[config.mk]
export PLATFORM = sky130hd
export DESIGN_NAME = alignment_unique_base_finder
export DESIGN_NICKNAME = d
export VERILOG_FILES = /design/src/sv/abf_pkg.sv /design/src/sv/abf_front.sv /design/src/sv/abf_queue.sv /design/src/sv/abf_back.sv /design/src/sv/alignment_unique_base_finder.sv
export SDC_FILE = /design/constraint.sdc
export NUM_CORES = 2
export LEC_CHECK = 0
export BUFFER_PORTS_ARGS = -buffer_cell sky130_fd_sc_hd__buf_2
export CAP_MARGIN = 20
export CORE_AREA = 5 5 338 340
export CTS_CLUSTER_DIAMETER = 100
export DETAILED_ROUTE_END_ITERATION = 10
export DIE_AREA = 0 0 343 345
export GPL_TIMING_DRIVEN = 0
export PLACE_DENSITY = 0.85
export SLEW_MARGIN = 20
export SYNTH_ARGS = -nofsm -noshare
export SYNTH_HDL_FRONTEND = slang
export SYNTH_SLANG_ARGS = --single-unit
[constraint.sdc]
create_clock -name clk -period 26 [get_ports clk]
set_input_delay 1.3 -clock clk [delete_from_list [all_inputs] [get_ports clk]]
set_output_delay 1.3 -clock clk [all_outputs]
set_load 0.01 [all_outputs]
[src/sv/abf_pkg.sv]
// Package with shared constants, types and helpers of the unique-base finder.
`timescale 1ns / 1ps

package abf_pkg;

    localparam int MAX_LANES   = 8;
    localparam int LANE_W      = $clog2(MAX_LANES);
    localparam int CHAR_W      = 8;
    localparam int CFG_W       = 4;
    localparam int POS_W       = 32;
    localparam int QUEUE_DEPTH = 4;
    localparam int QPTR_W      = $clog2(QUEUE_DEPTH);
    localparam int QCNT_W      = $clog2(QUEUE_DEPTH + 1);

    localparam logic [CFG_W-1:0]  ACTIVE_RESET = CFG_W'(2);
    localparam logic [POS_W-1:0]  COUNT_MAX    = '1;
    localparam logic [CHAR_W-1:0] GAP_CHAR     = 8'h2D;

    // One column that produced at least one unique base.
    typedef struct packed {
        logic [MAX_LANES-1:0]            mask;
        logic [MAX_LANES-1:0][POS_W-1:0] lane_pos;
        logic [POS_W-1:0]                master_pos;
    } entry_t;

    // Write side of the column queue.
    typedef struct packed {
        logic   valid;
        entry_t entry;
    } push_t;

    // Read side of the column queue.
    typedef struct packed {
        logic   valid;
        entry_t entry;
    } head_t;

    // Gap and ambiguity codes stop a column from giving results.
    function automatic logic is_blocker(input logic [CHAR_W-1:0] c);
        logic hit;
        hit = c inside {"Y", "R", "W", "S", "K", "M", "D", "V", "H", "B", "N", GAP_CHAR};
        return hit;
    endfunction

endpackage

[src/sv/abf_front.sv]
// Front end: configuration, column and gap counters, and column classification.
`timescale 1ns / 1ps

module abf_front
    import abf_pkg::*;
(
    input  logic                             clk,
    input  logic                             rst_n,
    input  logic                             cfg_wr_en,
    input  logic [CFG_W-1:0]                 cfg_wr_data,
    input  logic                             in_valid,
    input  logic [MAX_LANES-1:0][CHAR_W-1:0] chars,
    input  logic                             q_full,
    output push_t                            push
);

    logic [CFG_W-1:0]  active_reg;
    logic [POS_W-1:0]  column_reg;
    logic [POS_W-1:0]  column_next;
    logic [POS_W-1:0]  gap_reg  [MAX_LANES];
    logic [POS_W-1:0]  gap_next [MAX_LANES];
    logic [MAX_LANES-1:0] lane_act;
    logic [MAX_LANES-1:0] uniq;
    logic                 blocked;
    logic                 accept;

    // Ungapped coordinate; a gap count at or past the column reads as one.
    function automatic logic [POS_W-1:0] pos_of(input logic [POS_W-1:0] col,
                                                 input logic [POS_W-1:0] gaps);
        logic [POS_W-1:0] res;
        if (gaps >= col)
            res = POS_W'(1);
        else
            res = col - gaps;
        return res;
    endfunction

    assign accept = in_valid && !q_full;

    // Classify the column and work out the counter updates.
    always_comb
    begin
        blocked = 1'b0;
        for (int i = 0; i < MAX_LANES; i++)
        begin
            lane_act[i] = active_reg > CFG_W'(i);
            gap_next[i] = gap_reg[i];
            if (lane_act[i] && is_blocker(chars[i]))
                blocked = 1'b1;
            if (accept && lane_act[i] && chars[i] == GAP_CHAR && gap_reg[i] != COUNT_MAX)
                gap_next[i] = gap_reg[i] + POS_W'(1);
        end
        for (int i = 0; i < MAX_LANES; i++)
        begin
            uniq[i] = lane_act[i];
            for (int j = 0; j < MAX_LANES; j++)
            begin
                if (j != i && lane_act[j] && chars[j] == chars[i])
                    uniq[i] = 1'b0;
            end
        end
        column_next = column_reg;
        if (accept && column_reg != COUNT_MAX)
            column_next = column_reg + POS_W'(1);
    end

    // Build the queue beat; gap counts cannot move in a column that is not blocked.
    always_comb
    begin
        push.valid = accept && !blocked && (uniq != '0);
        push.entry.mask = uniq;
        for (int i = 0; i < MAX_LANES; i++)
            push.entry.lane_pos[i] = pos_of(column_reg, gap_reg[i]);
        push.entry.master_pos = pos_of(column_reg, gap_reg[0]);
    end

    // Configuration register and counters.
    always_ff @(posedge clk or negedge rst_n)
    begin
        if (!rst_n)
        begin
            active_reg <= ACTIVE_RESET;
            column_reg <= POS_W'(1);
            for (int i = 0; i < MAX_LANES; i++)
                gap_reg[i] <= '0;
        end
        else
        begin
            if (cfg_wr_en)
                active_reg <= cfg_wr_data;
            column_reg <= column_next;
            for (int i = 0; i < MAX_LANES; i++)
                gap_reg[i] <= gap_next[i];
        end
    end

endmodule

[src/sv/abf_queue.sv]
// Short queue of classified columns between the front and back ends.
`timescale 1ns / 1ps

module abf_queue
    import abf_pkg::*;
(
    input  logic  clk,
    input  logic  rst_n,
    input  push_t push,
    input  logic  pop,
    output logic  full,
    output head_t head
);

    entry_t            mem_reg [QUEUE_DEPTH];
    logic [QPTR_W-1:0] wr_ptr_reg;
    logic [QPTR_W-1:0] rd_ptr_reg;
    logic [QCNT_W-1:0] cnt_reg;
    logic [QCNT_W-1:0] cnt_next;

    assign full       = cnt_reg == QCNT_W'(QUEUE_DEPTH);
    assign head.valid = cnt_reg != '0;
    assign head.entry = mem_reg[rd_ptr_reg];

    // Occupancy follows pushes and pops.
    always_comb
    begin
        cnt_next = cnt_reg;
        if (push.valid && !pop)
            cnt_next = cnt_reg + QCNT_W'(1);
        else if (!push.valid && pop)
            cnt_next = cnt_reg - QCNT_W'(1);
    end

    // Pointers and count.
    always_ff @(posedge clk or negedge rst_n)
    begin
        if (!rst_n)
        begin
            wr_ptr_reg <= '0;
            rd_ptr_reg <= '0;
            cnt_reg    <= '0;
        end
        else
        begin
            if (push.valid)
                wr_ptr_reg <= wr_ptr_reg + QPTR_W'(1);
            if (pop)
                rd_ptr_reg <= rd_ptr_reg + QPTR_W'(1);
            cnt_reg <= cnt_next;
        end
    end

    // Entry storage.
    always_ff @(posedge clk)
    begin
        if (push.valid)
            mem_reg[wr_ptr_reg] <= push.entry;
    end

endmodule

[src/sv/abf_back.sv]
// Back end: walks the unique lanes of the head column and registers one result per beat.
`timescale 1ns / 1ps

module abf_back
    import abf_pkg::*;
(
    input  logic              clk,
    input  logic              rst_n,
    input  head_t             head,
    output logic              pop,
    output logic              out_valid,
    input  logic              out_stall,
    output logic [LANE_W-1:0] lane_index,
    output logic [POS_W-1:0]  lane_position,
    output logic [POS_W-1:0]  master_position,
    output logic              last_of_column
);

    logic [MAX_LANES-1:0] served_reg;
    logic [MAX_LANES-1:0] remain;
    logic [MAX_LANES-1:0] pick;
    logic [LANE_W-1:0]    pick_idx;
    logic                 pick_last;
    logic                 emit;
    logic                 out_valid_reg;
    logic [LANE_W-1:0]    lane_index_reg;
    logic [POS_W-1:0]     lane_position_reg;
    logic [POS_W-1:0]     master_position_reg;
    logic                 last_reg;

    // Lowest lane of the head column not yet sent.
    always_comb
    begin
        remain   = head.entry.mask & ~served_reg;
        pick     = remain & (~remain + MAX_LANES'(1));
        pick_idx = '0;
        for (int i = 0; i < MAX_LANES; i++)
        begin
            if (pick[i])
                pick_idx = LANE_W'(i);
        end
        pick_last = (remain & ~pick) == '0;
        emit      = head.valid && (!out_valid_reg || !out_stall);
        pop       = emit && pick_last;
    end

    // Lane walk and output valid.
    always_ff @(posedge clk or negedge rst_n)
    begin
        if (!rst_n)
        begin
            served_reg    <= '0;
            out_valid_reg <= 1'b0;
        end
        else
        begin
            if (emit)
            begin
                if (pick_last)
                    served_reg <= '0;
                else
                    served_reg <= served_reg | pick;
                out_valid_reg <= 1'b1;
            end
            else if (!out_stall)
            begin
                out_valid_reg <= 1'b0;
            end
        end
    end

    // Result payload.
    always_ff @(posedge clk)
    begin
        if (emit)
        begin
            lane_index_reg      <= pick_idx;
            lane_position_reg   <= head.entry.lane_pos[pick_idx];
            master_position_reg <= head.entry.master_pos;
            last_reg            <= pick_last;
        end
    end

    assign out_valid       = out_valid_reg;
    assign lane_index      = lane_index_reg;
    assign lane_position   = lane_position_reg;
    assign master_position = master_position_reg;
    assign last_of_column  = last_reg;

endmodule

[src/sv/alignment_unique_base_finder.sv]
// Top level of the unique-base finder: front end, column queue and back end.
//
//   channel  direction  handshake            beat
//   cfg      in         cfg_wr_en            cfg_wr_data (active sequence count)
//   in       in         in_valid / in_stall  char_lane0 .. char_lane7
//   out      out        out_valid / out_stall lane_index, lane_position,
//                                            master_position, last_of_column
//
// The front end takes one column per cycle unless stalled and classifies it in that same cycle.
// The back end sends one result per cycle while out_stall is low, one per unique base of a column.
// An accepted column is written into the column queue, and the back end then registers its results.
// A four-entry column queue parts the two; in_stall is high only while it is full.
// Reset is asynchronous and active low; the active count returns to two.
`timescale 1ns / 1ps

module alignment_unique_base_finder
    import abf_pkg::*;
(
    input  logic              clk,
    input  logic              rst_n,
    input  logic              cfg_wr_en,
    input  logic [CFG_W-1:0]  cfg_wr_data,
    input  logic              in_valid,
    output logic              in_stall,
    input  logic [CHAR_W-1:0] char_lane0,
    input  logic [CHAR_W-1:0] char_lane1,
    input  logic [CHAR_W-1:0] char_lane2,
    input  logic [CHAR_W-1:0] char_lane3,
    input  logic [CHAR_W-1:0] char_lane4,
    input  logic [CHAR_W-1:0] char_lane5,
    input  logic [CHAR_W-1:0] char_lane6,
    input  logic [CHAR_W-1:0] char_lane7,
    output logic              out_valid,
    input  logic              out_stall,
    output logic [LANE_W-1:0] lane_index,
    output logic [POS_W-1:0]  lane_position,
    output logic [POS_W-1:0]  master_position,
    output logic              last_of_column
);

    logic [MAX_LANES-1:0][CHAR_W-1:0] chars;
    push_t                            push;
    head_t                            head;
    logic                             q_full;
    logic                             pop;

    assign chars = {char_lane7, char_lane6, char_lane5, char_lane4,
                    char_lane3, char_lane2, char_lane1, char_lane0};
    assign in_stall = q_full;

    abf_front u_front (
        .clk         (clk),
        .rst_n       (rst_n),
        .cfg_wr_en   (cfg_wr_en),
        .cfg_wr_data (cfg_wr_data),
        .in_valid    (in_valid),
        .chars       (chars),
        .q_full      (q_full),
        .push        (push)
    );

    abf_queue u_queue (
        .clk   (clk),
        .rst_n (rst_n),
        .push  (push),
        .pop   (pop),
        .full  (q_full),
        .head  (head)
    );

    abf_back u_back (
        .clk             (clk),
        .rst_n           (rst_n),
        .head            (head),
        .pop             (pop),
        .out_valid       (out_valid),
        .out_stall       (out_stall),
        .lane_index      (lane_index),
        .lane_position   (lane_position),
        .master_position (master_position),
        .last_of_column  (last_of_column)
    );

endmodule

==> impl_metrics.tcl <==
set metrics [dict create \
    async_reset_ff_share_pct 21.51 \
    worstSetupEndpointType "flip-flop" \
    crit_path_start_kind "flip-flop" \
    skew_ps 23.87 \
    clock_path_buffers 3 \
    dieArea_um2 118300 \
    cts_inserted_buffers 144 \
    r2r_start "u_queue.rd_ptr_reg[0]" \
    worst_pin_slew_ps 1186 \
    cts_root_buf "clkbuf_16" \
    post_route_cells_drive_above_1_share_pct 13.13 \
    period_needed_ps 5625 \
    grt_start_max_net_pins 97 \
    final_hold_viol_count 0 \
    setup_slack_ps 20370 \
    drc 0 \
    ys.flop_type "edfxtp_1" \
    maxSlewHeadroom_pct 20.90 \
    fillers 6593 \
    nNetsFinal 6648 \
    ys_seq_area_share_pct 55.36 \
    pre_cts_slack_ps 19900 \
    synth_area_leaders "edfxtp_1, dfrtp_1, mux4_2, xnor2_1, ha_1" \
    yosysWarnings 0 \
    required_ps 26600 \
    hold_buffers 0 \
    crit_fanout 10 \
    clock_latency_ps 760 \
    arrival_ps 6230 \
    portBuffers 109 \
    grt_first_pass_wirelength_mm 335.8 \
    start_util_pct 67.31 \
    multi_input_area_um2 31020 \
    crit_path_start "u_queue.rd_ptr_reg[0]" \
    stdcell_count 7935 \
    dr.pass1.iters 10 \
    ctsResizeCount 0 \
    power.density_nw_per_um2 102.7 \
    core-area_um2 111300 \
    die_x_um 343 \
    yosysTopAreaCellShare_pct 45.07 \
    synth_nets 6326 \
    synth-edff-count 1124 \
    min_period_over_period_pct 21.64 \
    timing.setup.tns_ps 0 \
    rsz0062_at_grt "false" \
    routed_wl_mm 227.1 \
    wl_per_cell_um 28.61 \
    syn-cell-area_um2 74890 \
    die_h_um 345 \
    grt_overflow_total 0 \
    ioPinCount 143 \
    drt-initial-drc-count 7596 \
    max-vdd-ir-drop_v 0.00007349 \
    place_inst 7650 \
    setup_viol_count_final 0 \
    ys_top_cells_by_count "edfxtp_1, nor2_1, xnor2_1" \
    p_leak_uw 0.03122 \
    via_per_inst 6.842 \
    crit_end "u_back.lane_position[30]" \
    slew_viol_final 0 \
    yosysMostFrequentCell "edfxtp_1" \
    hpwlAfterDp_mm 156.3 \
    largest_reg_flops 1056 \
    r2r_cells 14 \
    netlist_instances 5974 \
    cts_tree "built" \
    ff2ff_setup_slack_ps 20370 \
    htreeDepth 4 \
    seq_area_um2 41500 \
    syn-mean-instance-area_um2 12.54 \
    gp_congestion 0.9556 \
    grt_pass1_vias 52982 \
    drtAntennaViolNets 0 \
    track_usage_pct 38.17 \
    ys_ff_latch 1432 \
    r2r-end "u_back.lane_position[30]" \
    path_class "flip-flop to flip-flop" \
    cts_sinks 1432 \
    outcome "finished clean" \
    yosysTopAreaCell "edfxtp_1" \
    postCtsSetupBuffers 0 \
    hp-class "input port to asynchronous set/reset pin" \
    antenna_found_initial 22 \
    vias 54293 \
    core.rowCount 123 \
    clk_pin_slew_ps 60 \
    fmax_mhz 177.8 \
    maxCapViolations 0 \
    area_growth_pct 11.65 \
    synthDistinctLibCells 89 \
]
==> cell families after synthesis <==
kind of cell | Yosys count | synth area share [%]
multiplexers | 310 | 8.572
buffers and inverters | 582 | 3.301
AND/OR/NAND/NOR | 1726 | 11.37
AO/OA/AOI/OAI | 931 | 8.295
XOR/XNOR | 714 | 8.350
flip-flops | 1432 | 55.36
adder cells (fa/ha/maj) | 279 | 4.751
==> layout by cell type, fill, tap and decap left out, types with 148 or more instances in the layout <==
cell type,n
ha_1,270
clkbuf_16,150
a21oi_1,264
edfxtp_1,1124
inv_1,360
nor2_1,425
buf_2,161
nand3_1,235
dfrtp_1,275
nand2_1,416
mux4_2,264
xor2_1,289
o21ai_0,148
xnor2_1,425
clkbuf_1,153
==> per-stage QoR <==
stage | utilization, % | hold WS (ps) | instance area (µm²) | power, µW
4_1_cts | 75.07 | 453.2 | 83530 | 8464
6_report | 75.15 | 459.1 | 83620 | 8590
2_1_floorplan | - | 444.8 | 74890 | 5108
3_3_place_gp | 69.48 | 460.2 | 77310 | 6370
3_5_place_dp | 70.97 | 462.9 | 78970 | 6384
5_1_grt | 75.10 | 481.8 | 83560 | 8802
==> how the worst min path moves through the flow <==
| stage | start | endpoint | slack (ps) | depth (start not counted) |
|---|---|---|---|---|
| global placement | u_front.gap_reg[58] | u_front.gap_reg[58] | 460 | 1 |
| detailed placement | u_front.gap_reg[176] | u_front.gap_reg[176] | 460 | 1 |
| global route | rst_n | u_front.gap_reg[68] | 480 | 1 |
| finish | rst_n | u_front.gap_reg[68] | 460 | 1 |
| CTS | rst_n | u_front.gap_reg[68] | 450 | 1 |
| floorplan | u_front.gap_reg[124] | u_front.gap_reg[124] | 440 | 1 |
==> cell type report <==
cell class	instances	share of cell area (%)
Inverter	361	1.621
Buffer	221	1.347
Clock inverter	54	0.5402
Timing Repair Buffer	176	2.530
Antenna cell	23	0.06883
Clock buffer	208	4.917
Multi-Input combinational cell	3960	37.10
Sequential cell	1432	49.63
Tap cell	1500	2.245
==> report_power, final <==
group          total [µW]  internal [µW]  switching [µW]
Clock                2040           1160             876
Sequential           3150           2990             159
Combinational        3400           1140            2260
Total                8590           5290            3300
==> critical path: stages, from the launching register on <==
cell and delay, ps:
dfrtp_1 420, buf_2 250, buf_2 400, mux4_2 620, nor2b_1 190, o21ai_0 250, a21boi_0 170, o21ai_0 190
nand2_1 140, inv_1 150, clkbuf_1 670, clkbuf_1 840, a211oi_1 300, a21oi_1 590, o211a_1 270
==> metal layers <==
| metal | global-route usage [%] | share of wire [%] | vias to the layer above |
|---|---|---|---|
| li1 | - | - | 22926 |
| met1 | 50.12 | 34 | 26414 |
| met2 | 57.34 | 45 | 4075 |
| met3 | 10.65 | 13 | 864 |
| met4 | 22.79 | 7.3 | 14 |
| met5 | 0 | 0.050 | - |
Power figures use the tool's default switching activity.
